$ cat src/hw/rtl/lcmq_pkg.sv
// Types and constants of the line container maximum query block.
// Used by lcmq_div and line_container_max_query_top.
`default_nettype none
package lcmq_pkg;

   localparam logic ACT_ADD   = 1'b0;
   localparam logic ACT_QUERY = 1'b1;

   localparam logic signed [63:0] INF_BREAK     = 64'sh4000_0000_0000_0000;
   localparam logic signed [63:0] NEG_INF_BREAK = 64'shC000_0000_0000_0000;

   localparam int ENTRY_W = 136;

   typedef struct packed {
      logic               action;
      logic signed [31:0] slope;
      logic signed [39:0] intercept;
      logic signed [31:0] query_x;
   } lcmq_req_type;

   typedef struct packed {
      logic signed [63:0] best_value;
      logic               table_empty;
      logic               table_full;
   } lcmq_rsp_type;

   typedef struct packed {
      logic signed [31:0] slope;
      logic signed [39:0] intercept;
      logic signed [63:0] brk;
   } lcmq_entry_type;

   typedef struct packed {
      logic               start;
      logic signed [40:0] num;
      logic signed [32:0] den;
   } lcmq_div_req_type;

   typedef struct packed {
      logic               done;
      logic signed [63:0] quot;
   } lcmq_div_rsp_type;

endpackage
`default_nettype wire

$ cat src/hw/rtl/lcmq_div.sv
// Iterative floored divider, one quotient bit per cycle.
// Depends on lcmq_pkg.
`default_nettype none
module lcmq_div
   import lcmq_pkg::*;
(
   input  wire logic             clock,
   input  wire logic             reset,
   input  wire lcmq_div_req_type div_req,
   output lcmq_div_rsp_type      div_rsp
);
   logic        run_ff, run_in;
   logic        fin_ff, fin_in;
   logic        done_ff, done_in;
   logic [5:0]  step_ff, step_in;
   logic        neg_ff, neg_in;
   logic [40:0] q_ff, q_in;
   logic [33:0] rem_ff, rem_in;
   logic [32:0] dmag_ff, dmag_in;
   logic signed [63:0] quot_ff, quot_in;
   logic [33:0] rem_sh;
   logic [33:0] trial;
   logic [63:0] q64;

   always_comb begin
      run_in  = run_ff;
      fin_in  = 1'b0;
      done_in = 1'b0;
      step_in = step_ff;
      neg_in  = neg_ff;
      q_in    = q_ff;
      rem_in  = rem_ff;
      dmag_in = dmag_ff;
      quot_in = quot_ff;
      rem_sh  = {rem_ff[32:0], q_ff[40]};
      trial   = rem_sh - {1'b0, dmag_ff};
      q64     = {23'd0, q_ff};
      if (div_req.start) begin
         run_in  = 1'b1;
         step_in = '0;
         neg_in  = div_req.num[40] ^ div_req.den[32];
         q_in    = div_req.num[40] ? 41'(-div_req.num) : div_req.num;
         dmag_in = div_req.den[32] ? 33'(-div_req.den) : div_req.den;
         rem_in  = '0;
      end else if (run_ff) begin
         if (!trial[33]) begin
            rem_in = trial;
            q_in   = {q_ff[39:0], 1'b1};
         end else begin
            rem_in = rem_sh;
            q_in   = {q_ff[39:0], 1'b0};
         end
         step_in = step_ff + 6'd1;
         if (step_ff == 6'd40) begin
            run_in = 1'b0;
            fin_in = 1'b1;
         end
      end else if (fin_ff) begin
         done_in = 1'b1;
         if (neg_ff) begin
            quot_in = $signed(-q64 - {63'd0, (rem_ff != '0)});
         end else begin
            quot_in = $signed(q64);
         end
      end
   end

   always_ff @(posedge clock) begin
      if (reset) begin
         run_ff  <= 1'b0;
         fin_ff  <= 1'b0;
         done_ff <= 1'b0;
      end else begin
         run_ff  <= run_in;
         fin_ff  <= fin_in;
         done_ff <= done_in;
      end
   end

   always_ff @(posedge clock) begin
      step_ff <= step_in;
      neg_ff  <= neg_in;
      q_ff    <= q_in;
      rem_ff  <= rem_in;
      dmag_ff <= dmag_in;
      quot_ff <= quot_in;
   end

   assign div_rsp.done = done_ff;
   assign div_rsp.quot = quot_ff;
endmodule
`default_nettype wire

$ cat config.mk
export PLATFORM = sky130hd
export DESIGN_NAME = lcmq_div
export DESIGN_NICKNAME = d
export VERILOG_FILES = /design/src/hw/rtl/lcmq_pkg.sv /design/src/hw/rtl/lcmq_div.sv
export SDC_FILE = /design/constraint.sdc
export NUM_CORES = 1
export LEC_CHECK = 0
export ABC_AREA = 1
export ABC_CLOCK_PERIOD_IN_PS = 5820
export BUFFER_PORTS_ARGS = -buffer_cell sky130_fd_sc_hd__buf_4
export CAP_MARGIN = 10
export CORE_ASPECT_RATIO = 1.4
export CORE_MARGIN = 2
export CORE_UTILIZATION = 56
export CTS_CLUSTER_SIZE = 28
export DETAILED_ROUTE_END_ITERATION = 10
export PLACE_DENSITY_LB_ADDON = 0.3
export SLEW_MARGIN = 20
export SYNTH_ARGS = -nofsm -noshare
export SYNTH_HDL_FRONTEND = slang
export SYNTH_SLANG_ARGS = --single-unit
$ cat constraint.sdc
create_clock -name clock -period 5.82 [get_ports clock]
set_clock_uncertainty 0.2 [all_clocks]
set_input_delay 1.164 -clock clock [delete_from_list [all_inputs] [get_ports clock]]
set_output_delay 1.164 -clock clock [all_outputs]
set_load 0.01 [all_outputs]
==> key figures <==
Global routing
  • Largest net degree at the start of global routing: 65
  • First-pass GRT wire length: 69.3 mm
  • Vias in the first global route: 14500
  • Gr usage total: 31.7%
  • Initial antenna violation count: 0
  • Total grt overflow: 0

STA
  • Final hold violation count: 0
  • RSZ-0062 raised after global routing: no
  • Minimum clock period: 4.01 ns
  • Worst slew pin tran: 1.04 ns
  • Ratio of final minimum period to clock period: 68.9%
  • Fmax: 249 MHz
  • Rel. slew slack: 30.5%
  • Final slew viol count: 0
  • Hold Worst Slack: 0.294 ns
  • # setup viols final: 0
  • Sum of negative setup slack: 0 ns

Flow run
  • Max-cap violation count: 0

Detailed routing
  • Final WL: 44.1 mm
  • ANT nets after route: 0
  • Via count: 14800
  • Initial DRT Pass Iterations: 6
  • # DRC: 0
  • DRT iter0 DRCs: 1010
  • Average routed wire per standard cell: 15.9 um
  • Vias per Instance: 5.32

Yosys
  • Distinct cells, synth: 46
  • YS warnings: 0
  • Post-synthesis sequential area ratio: 33.4%
  • Syn Inst Count: 2311
  • Synthesized flop and latch total: 182
  • Synthesized Nets: 2471
  • Avg Cell Area, Syn: 6.53 sq um
  • Mapped cell area: 15100 sq um

Status
  • Status: complete, no violations

Critical path
  • Worst Path Max Fanout: 6
  • Worst path required time: 5.85 ns
  • CP Class: flip-flop to flip-flop
  • Startpoint Class: flip-flop
  • CP endpoint kind: flip-flop
  • Worst EP arrival: 4.04 ns

Power
  • Pwr per Cell Area: 234 nW/um^2
  • VDD IR max: 0.000235 V
  • Final Power: 3980 uW
  • Pleak: 0.00863 uW

CTS
  • Sink Count: 182
  • Reg clk slew, reported paths: 0.07 ns
  • CTS tree: built
  • TritonCTS buffer count: 17
  • Post-CTS Hold Fix Bufs: 0
  • Bufs on Longest Clock Path: 2
  • Setup bufs post-CTS: 0
  • CTS H-Tree Depth: 4
  • Skew-Pair Late Insertion Delay: 0.47 ns
  • Root Driver: clkbuf_16
  • Post-CTS sizing: 0

Final layout
  • Fill cell count: 2481
  • Layout cells sized above 1: 10.2%
  • FF+latch area: 5030 sq um
  • Multi-input gate area: 8260 sq um
  • Most common cell after layout, fill and taps aside: nand2_1
  • Final Cell Area: 17000 sq um
  • Syn-to-layout area delta: 12.7%
  • Most frequent cells in the layout: 790 x nand2_1, 411 x inv_1, 239 x nor2_1
  • Antenna cells: 0
  • Final cell count without fillers: 2777
  • Final net count: 2596

Die
  • Die area: 28300 sq um
  • Chip Height: 198 um
  • Initial Util: 56.6%
  • DIE WIDTH: 143 um
  • Rows: 71
  • Io pins: 142
  • CORE AREA: 26700 sq um

Placement
  • Area after DPL: 16400 sq um
  • DP HPWL: 35.6 mm
  • Final GP Congestion: 0.961
  • Placed Cells: 2745
  • Port Buf Inserts: 141

Hold path
  • HP Class: flip-flop to flip-flop
## path summary, 6_finish.rpt
| check | startpoint | end | slack (ns) | cells past startpoint |
|---|---|---|---|---|
| setup / recovery | rem_ff[20] | quot_ff[29] | 1.81 | 19 |
| hold / removal | rem_ff[21] | rem_ff[21] | 0.29 | 2 |
| setup reg to reg | rem_ff[20] | quot_ff[29] | 1.81 | 19 |
| hold reg to reg | rem_ff[21] | rem_ff[21] | 0.29 | 2 |
## routing by layer
| layer | part of all wire, % | track usage [%] |
|---|---|---|
| met2 | 53 | 60.7 |
| met1 | 36 | 31.4 |
| met5 | 0 | 0 |
| met3 | 4.2 | 4.18 |
| met4 | 7.0 | 21.1 |
## registers in the layout, summed over array words and instances, names as in the netlist
signal	cells
dmag_ff	33
done_ff	1
fin_ff	1
neg_ff	1
q_ff	41
quot_ff	64
rem_ff	34
run_ff	1
step_ff	6
## cell families (layout without fill, tap and decap cells)
logic type,after synthesis,in the layout,share of synthesized area [%]
buffers and inverters,471,609,11.9
DFF,182,182,33.4
xor gates and xnor gates,79,79,4.59
adders and majority gates,83,83,6.93
AOI/OAI and AO/OA,231,231,8.31
and+or+nand+nor,1265,1265,34.9
## critical path, cell delays in order, from the launching register on
cell	delay, ns
dfxtp_1	0.34
nor4_1	0.56
nand4_1	0.22
nor4_1	0.52
ha_1	0.25
ha_1	0.24
inv_1	0.06
ha_1	0.17
inv_1	0.13
nand3_1	0.09
nand3_1	0.15
nand2_1	0.07
nand2_1	0.24
nand2_1	0.08
nand2_1	0.13
nand2_1	0.09
nand2_1	0.07
nand2_1	0.04
nand3_1	0.07
nand2_1	0.06
## cell type report
class / instances / share of cell area [%]
timing repair buffer: 150 / 6.62
multi-input combinational: 1658 / 48.6
clock buffer: 18 / 2.52
clock inverter: 14 / 0.846
tap: 328 / 2.41
inverter: 427 / 9.42
sequential: 182 / 29.6
## through the flow
step / setup slack, ns / util (%)
floorplan: 0.747 / -
global placement: 1.81 / 61.7
detailed placement: 1.81 / 61.7
CTS: 1.80 / 63.8
global route: 1.58 / 63.8
finish: 1.81 / 63.8
## power breakdown
part / internal [uW] / total [uW] / switching [uW]
combinational: 421 / 1260 / 837
clock: 602 / 1170 / 570
sequential: 1500 / 1550 / 50.2
## cells in the mapped netlist, drive strengths merged
master    n  area share [%]
or2       5            0.21
and2      2           0.083
edfxtp  139              28
nand2   802              20
fa        1            0.13
clkbuf   31            0.77
nor2    252             6.6
o22ai     8            0.33
a21oi    85             3.1
buf      13            0.54
o21bai    4            0.20
nand3b   16            0.88
nand4    13            0.54
a32o      1           0.066
nand3   133             4.6
o21ai   124             4.1
clkinv    3           0.075
dfxtp    43             5.7
xnor2    31             1.8
xor2     48             2.8
o21a      1           0.050
inv     424              11
nor3     27             1.1
nor4     15            0.62
ha       82             6.8
a31oi     3            0.12
o31ai     4            0.20
a22o      1           0.058
Note: power is estimated with default switching activity, not from simulation.
