$ cat src/hw/rtl/lcmq_ram.sv
// Generic single write, single read RAM with registered read data.
// No dependencies.
`default_nettype none
module lcmq_ram #(
   parameter int WIDTH = 8,
   parameter int DEPTH = 16
) (
   input  wire logic                     clock,
   input  wire logic                     we,
   input  wire logic [$clog2(DEPTH)-1:0] waddr,
   input  wire logic [WIDTH-1:0]         wdata,
   input  wire logic [$clog2(DEPTH)-1:0] raddr,
   output logic      [WIDTH-1:0]         rdata
);
   logic [WIDTH-1:0] mem [DEPTH];

   always_ff @(posedge clock) begin
      if (we) begin
         mem[waddr] <= wdata;
      end
      rdata <= mem[raddr];
   end
endmodule
`default_nettype wire

$ cat config.mk
export PLATFORM = sky130hd
export DESIGN_NAME = lcmq_ram
export DESIGN_NICKNAME = d
export VERILOG_FILES = /design/src/hw/rtl/lcmq_ram.sv
export SDC_FILE = /design/constraint.sdc
export NUM_CORES = 1
export LEC_CHECK = 0
export BUFFER_PORTS_ARGS = -buffer_cell sky130_fd_sc_hd__buf_2
export CAP_MARGIN = 10
export CORE_MARGIN = 8
export CORE_UTILIZATION = 29
export CTS_CLUSTER_DIAMETER = 100
export DETAILED_ROUTE_END_ITERATION = 8
export GPL_TIMING_DRIVEN = 0
export PLACE_DENSITY = 0.43
export SLEW_MARGIN = 40
export SYNTH_ARGS = -nofsm -noshare
export SYNTH_HDL_FRONTEND = slang
export SYNTH_SLANG_ARGS = --single-unit
$ cat constraint.sdc
create_clock -name clock -period 3.4 [get_ports clock]
set_input_delay 0.51 -clock clock [delete_from_list [all_inputs] [get_ports clock]]
set_output_delay 0.51 -clock clock [all_outputs]
set_load 0.02 [all_outputs]
==> results.cfg, run 1 <==
[setup_path]
crit_type = input port to flop
rr_startpoint = mem[5][2]
regToRegSetupSlack_ps = 1950
crit_path_top_delay_cell = nor3_2
r2r_cells = 3
critical_path.max_stage_delay_ps = 620
path_cells = buf_2, or3b_2, nor3_2
crit_start = waddr[2]
cp_top_family = simple AND/OR/NAND/NOR gates
crit_buf_inv = 1
crit_path_max_fanout = 8
cp-start-kind = input port
arrival_ps = 1800
end_kind = flop
cp.required_ps = 3430
reg2reg_to = rdata[2]

[clock_network]
clk_pin_slew_ps = 50
root_buffer = clkbuf_16
cts_sinks = 136
holdBufCountCts = 0
htree_levels = 4
cts_max_path_buffers = 2
cts_tree = yes
clk-insertion-delay-late_ps = 410
cts_setup_buffers = 0
post_cts_resized = 0
cts_buffers = 17

[power]
p_clk_frac = 0.437
p_seq_frac = 0.509
sw_frac_of_total = 0.206
internal-power_w = 0.00294
p_sw_w = 0.000762
powerDensity_nw_per_um2 = 605
leakagePower_nw = 2.00
pwr-share-comb = 0.054
ir_worst_vdd_uv = 351

[cells_and_area]
drive_gt1_frac = 0.323
final_nets = 290
final_common_cell = edfxtp_1
layout_common_cells = edfxtp_1 (128), buf_2 (27), mux4_2 (18), clkbuf_16 (17), a22oi_1 (16)
antenna_cells = 0
area_growth_pct = 18.8

[place]
dpl_worst_slack_ps = 1070
dp_hpwl_microns = 7050
gp_congestion = 0.682
io_buffers = 24

[drt]
drcViolationCount = 0
via_per_inst = 4.61
first_pass_iters = 6
num_vias = 2349
drt_iter0_markers = 177
routed_wl_microns = 11100
ant_nets = 0
wl_per_cell_microns = 21.8

[timing]
fin_ws_ps = 1630
worstMarginPinSlew_ps = 784
slew_violations = 0
setup_tns_ps = 0
fmax_mhz = 565
fin_crit_sh = 0.521
max_slew_margin = 0.474
period_needed_ps = 1770
setup_violations = 0
finalClockSkew_ps = 6.83
hold_viol = 0
rsz0062_at_grt = false

[global_route]
grt_pass1_vias = 2559
grt_start_max_net_pins = 17
antenna_found_initial = 0
gr-usage-all-layers = 0.108
grt_pass1_wl_microns = 16600
grt-ovfl-total = 0

[die]
dieWidth_microns = 149
core_region_area_sq_um = 17400
boundaryPins = 26
rows = 48
die_h_microns = 149
start_util = 0.297
die_area_sq_um = 22300

[yosys]
syn_inst = 229
syn-cell-area_sq_um = 5150
synth-seq-cells = 136
syn_avg_cell_area_sq_um = 22.5
seq_area_frac_synth = 0.778
yosys_warnings = 0
ys_types = 19
synth_fp_nets = 247

[outcome]
status = finished clean

[min_path]
holdPathStages = 1
worstHoldPathType = input port to flop
hp-start = wdata[6]
hold_end = mem[7][6]

[flow_run]
drv_cap = 0
## how the worst max path moves through the flow
stage,endpoint,slack [ps],cells after the start
after detailed placement,mem[2][2],1070,3
after global placement,mem[0][2],700,3
final,mem[0][2],1630,3
after CTS,mem[2][2],1500,3
after floorplan,mem[0][0],1400,2
after global routing,mem[0][3],1560,3
## power groups by stage
stage | Sequential, W | Combinational [W] | Clock (W)
floorplan | 0.00193 | 0.0000951 | 0
global placement | 0.00192 | 0.000200 | 0
detailed placement | 0.00192 | 0.000203 | 0
CTS | 0.00188 | 0.000203 | 0.00165
global route | 0.00189 | 0.000217 | 0.00173
finish | 0.00188 | 0.000199 | 0.00161
## cell type report
class	instances	area [sq um]
Tap cell	225	282
Clock buffer	28	497
Sequential cell	136	4000
Fill cell	1581	11200
Buffer	10	86.3
Timing Repair Buffer	24	120
Clock inverter	4	20.0
Multi-Input combinational cell	83	1100
## worst register-to-register path, stage by stage, from the launching register on
cell and delay [ps]:
edfxtp_1 370, mux4_1 600, a22oi_1 280, nand2_1 80
## flip-flops by register name, summed over array words and instances (netlist names)
register and cells:
mem 128, rdata 8
## cell usage after synthesis
master / number / area (sq um)
or3b_2: 1 / 8.76
and2_1: 1 / 6.26
nor2_1: 13 / 48.8
a22oi_1: 16 / 120
edfxtp_1: 128 / 3840
nor3_1: 4 / 20.0
buf_2: 3 / 15.0
buf_6: 3 / 33.8
mux4_1: 14 / 368
mux4_2: 18 / 405
nand2b_1: 2 / 12.5
nor2b_1: 1 / 6.26
dfxtp_1: 8 / 160
and2b_1: 1 / 7.51
nand3b_1: 2 / 15.0
nand2_1: 9 / 33.8
buf_4: 1 / 7.51
nand3_1: 1 / 5.00
clkdlybuf4s25_2: 3 / 30.0
## kinds of logic (layout without fill, tap and decap cells)
kind of cell / after synthesis / after routing / share of synthesized area
buffers and inverters: 10 / 66 / 0.0168
and+or+nand+nor: 35 / 35 / 0.0318
AOI/OAI and AO/OA: 16 / 16 / 0.0233
DFF: 136 / 136 / 0.778
muxes: 32 / 32 / 0.150
## per-layer routing
metal  track usage  part of all wire  up-vias
met5             0                 0        -
met4        0.0485             0.014        0
met3        0.0322             0.035       14
met2         0.167              0.48       41
met1         0.139              0.47     1235
li1              -                 -     1059
## per-stage QoR
stage | hold WS [ps] | cell area [sq um] | instances | power [W] | utilization
finish | 495 | 6110 | 510 | 0.00370 | 0.352
global placement | 662 | 5550 | 478 | 0.00212 | 0.320
CTS | 481 | 6100 | 510 | 0.00373 | 0.351
global route | 491 | 6110 | 510 | 0.00383 | 0.352
detailed placement | 672 | 5580 | 478 | 0.00212 | 0.322
floorplan | 609 | 5150 | 229 | 0.00203 | -
Note: power is estimated with default switching activity, not from simulation.
==> inputs of run 2 (changes only) <==
Settings changed: ABC_AREA set to 1.
Clock period 3.4 ns to 1.8 ns, I/O delays scaled along.
==> results.cfg, run 2 <==
[yosys]
synth-seq-cells = 136
yosysMostFrequentCell = nand2_1
synth_common_cells = nand2_1 (173), edfxtp_1 (128), inv_1 (100), nand3_1 (97), nor2_1 (17)
synth_fp_nets = 569
syn_inst = 551
syn_avg_cell_area_sq_um = 10.5
ys_types = 12
ys.flop_type = edfxtp_1
postSynth.asyncResetShare = 0
syn-cell-area_sq_um = 5770
yosys_warnings = 0
yosysTopAreaCellShare = 0.667
seq_area_frac_synth = 0.694
ys_top_cells_by_area = edfxtp_1 (67%), nand2_1 (11%), nand3_1 (8.4%)
synth_edf_count = 128
yosysTopAreaCell = edfxtp_1

[setup_path]
end_kind = flop
crit_path_top_delay_cell = nor2_2
path_cells = buf_2, nand3b_1, nor2_2
crit_type = input port to flop
reg2reg_to = rdata[2]
cp.required_ps = 1840
crit_buf_inv = 1
cp-start-kind = input port
critical_path.max_stage_delay_ps = 610
r2r_cells = 6
crit_path_max_fanout = 8
regToRegSetupSlack_ps = 760
rr_startpoint = mem[8][2]
cp_top_family = simple AND/OR/NAND/NOR gates
arrival_ps = 1350

[die]
dieWidth_microns = 157
core_region_area_sq_um = 19500
boundaryPins = 26
die_h_microns = 157
die_area_sq_um = 24700
start_util = 0.296
rows = 51

[clock_network]
cts_buffers = 17
htree_levels = 4
post_cts_resized = 0
cts_tree = yes
cts_setup_buffers = 0
holdBufCountCts = 0
cts_sinks = 136
clk_pin_slew_ps = 60
cts_max_path_buffers = 2
root_buffer = clkbuf_16
clk-insertion-delay-late_ps = 410

[timing]
hold_viol = 0
max_slew_margin = 0.475
setup_tns_ps = 0
finalClockSkew_ps = 8.76
fin_crit_sh = 0.723
rsz0062_at_grt = false
slew_violations = 0
period_needed_ps = 1300
setup_violations = 0
fmax_mhz = 768
worstMarginPinSlew_ps = 785

[global_route]
grt_pass1_wl_microns = 23700
use_met3 = 0.0241
antenna_found_initial = 0
grt_start_max_net_pins = 17
grt_pass1_vias = 3795
grt-ovfl-total = 0
grt_use_met1 = 0.185
met2_usage = 0.201
gr-usage-all-layers = 0.135
busiest_layer = met2

[cells_and_area]
final_nets = 610
final_common_cell = nand2_1
largest_register = mem
final_cell_area_sq_um = 6810
largest_register_ffs = 128
layout_common_cells = nand2_1 (173), edfxtp_1 (128), inv_1 (100), nand3_1 (97), buf_2 (35)
drive_gt1_frac = 0.136
multi_input_area_sq_um = 1230
area_growth_pct = 18.1
antenna_cells = 0
seqCellArea_sq_um = 4000
fillers = 1974
largestRegisters = mem (128), rdata (8)

[power]
p_clk_frac = 0.459
internal-power_w = 0.00588
p_sw_w = 0.00162
p_seq_frac = 0.474
leakagePower_nw = 2.89
pwr-share-comb = 0.066
sw_frac_of_total = 0.216
powerDensity_nw_per_um2 = 1100
ir_worst_vdd_uv = 649
p_total_w = 0.00750

[min_path]
worstHoldPathType = input port to flop
holdPathStages = 1
hp-start = wdata[1]
hold_end = mem[6][1]

[drt]
ant_nets = 0
drt_iter0_markers = 327
num_vias = 3769
routed_wl_microns = 15600
wl_per_cell_microns = 17.9
drcViolationCount = 0
via_per_inst = 4.33
first_pass_iters = 5

[place]
gp_congestion = 0.813
dpl_cell_area_sq_um = 6220
dp_hpwl_microns = 10400
io_buffers = 22

[flow_run]
drv_cap = 0

[outcome]
status = finished clean
run 2: cell count changes in the layout (fill, tap and decap cells not counted), sizes merged, moves of 3 or more:
cell,before,now
nand2,9,173
inv,0,102
nand3,1,97
mux4,32,0
a22oi,16,0
buf,31,46
clkbuf,28,23
nor2,13,17
nor3,4,0
bufinv,0,3
clkdlybuf4s25,3,0
run 2: logic make-up after synthesis:
logic type / Yosys count / share of synthesized area
flip-flops: 136 / 0.694
AND/OR/NAND/NOR: 289 / 0.210
buffers and inverters: 126 / 0.0952
run 2: layer usage:
metal  wire length (microns)  vias to the layer above
li1                        -                     1857
met1                    7640                     1799
met2                    6960                       92
met3                     561                       21
met4                     413                        0
met5                       0                        -
run 2: area by class of cell:
type	count	share of cell area
multi-input combinational	289	0.181
buffer	24	0.0244
inverter	102	0.0562
clock buffer	23	0.0672
tap	265	0.0487
clock inverter	9	0.0184
timing repair buffer	22	0.0162
sequential	136	0.588
run 2: how the worst max path moves through the flow:
stage | startpoint | to | slack [ps] | cells past startpoint
6_report | waddr[3] | mem[7][6] | 500 | 3
5_1_grt | waddr[2] | mem[9][7] | 440 | 3
4_1_cts | waddr[3] | mem[4][0] | 360 | 3
3_5_place_dp | waddr[3] | mem[4][1] | -90 | 3
3_3_place_gp | waddr[3] | mem[7][2] | -90 | 3
2_1_floorplan | waddr[2] | mem[10][0] | 580 | 2
run 2: power groups by stage:
stage / clock network (W) / registers [W] / logic, W
2_1_floorplan: 0 / 0.00365 / 0.000250
3_3_place_gp: 0 / 0.00362 / 0.000496
3_5_place_dp: 0 / 0.00362 / 0.000503
4_1_cts: 0.00352 / 0.00356 / 0.000505
5_1_grt: 0.00363 / 0.00356 / 0.000552
6_report: 0.00345 / 0.00356 / 0.000498
run 2: stage by stage:
| step | hold WS [ps] | instances | util | setup slack (ps) |
|---|---|---|---|---|
| 6_report | 299 | 870 | 0.350 | 498 |
| 5_1_grt | 298 | 870 | 0.350 | 441 |
| 4_1_cts | 288 | 870 | 0.350 | 356 |
| 3_5_place_dp | 689 | 838 | 0.320 | -88.2 |
| 3_3_place_gp | 682 | 838 | 0.319 | -94.9 |
| 2_1_floorplan | 369 | 551 | - | 579 |
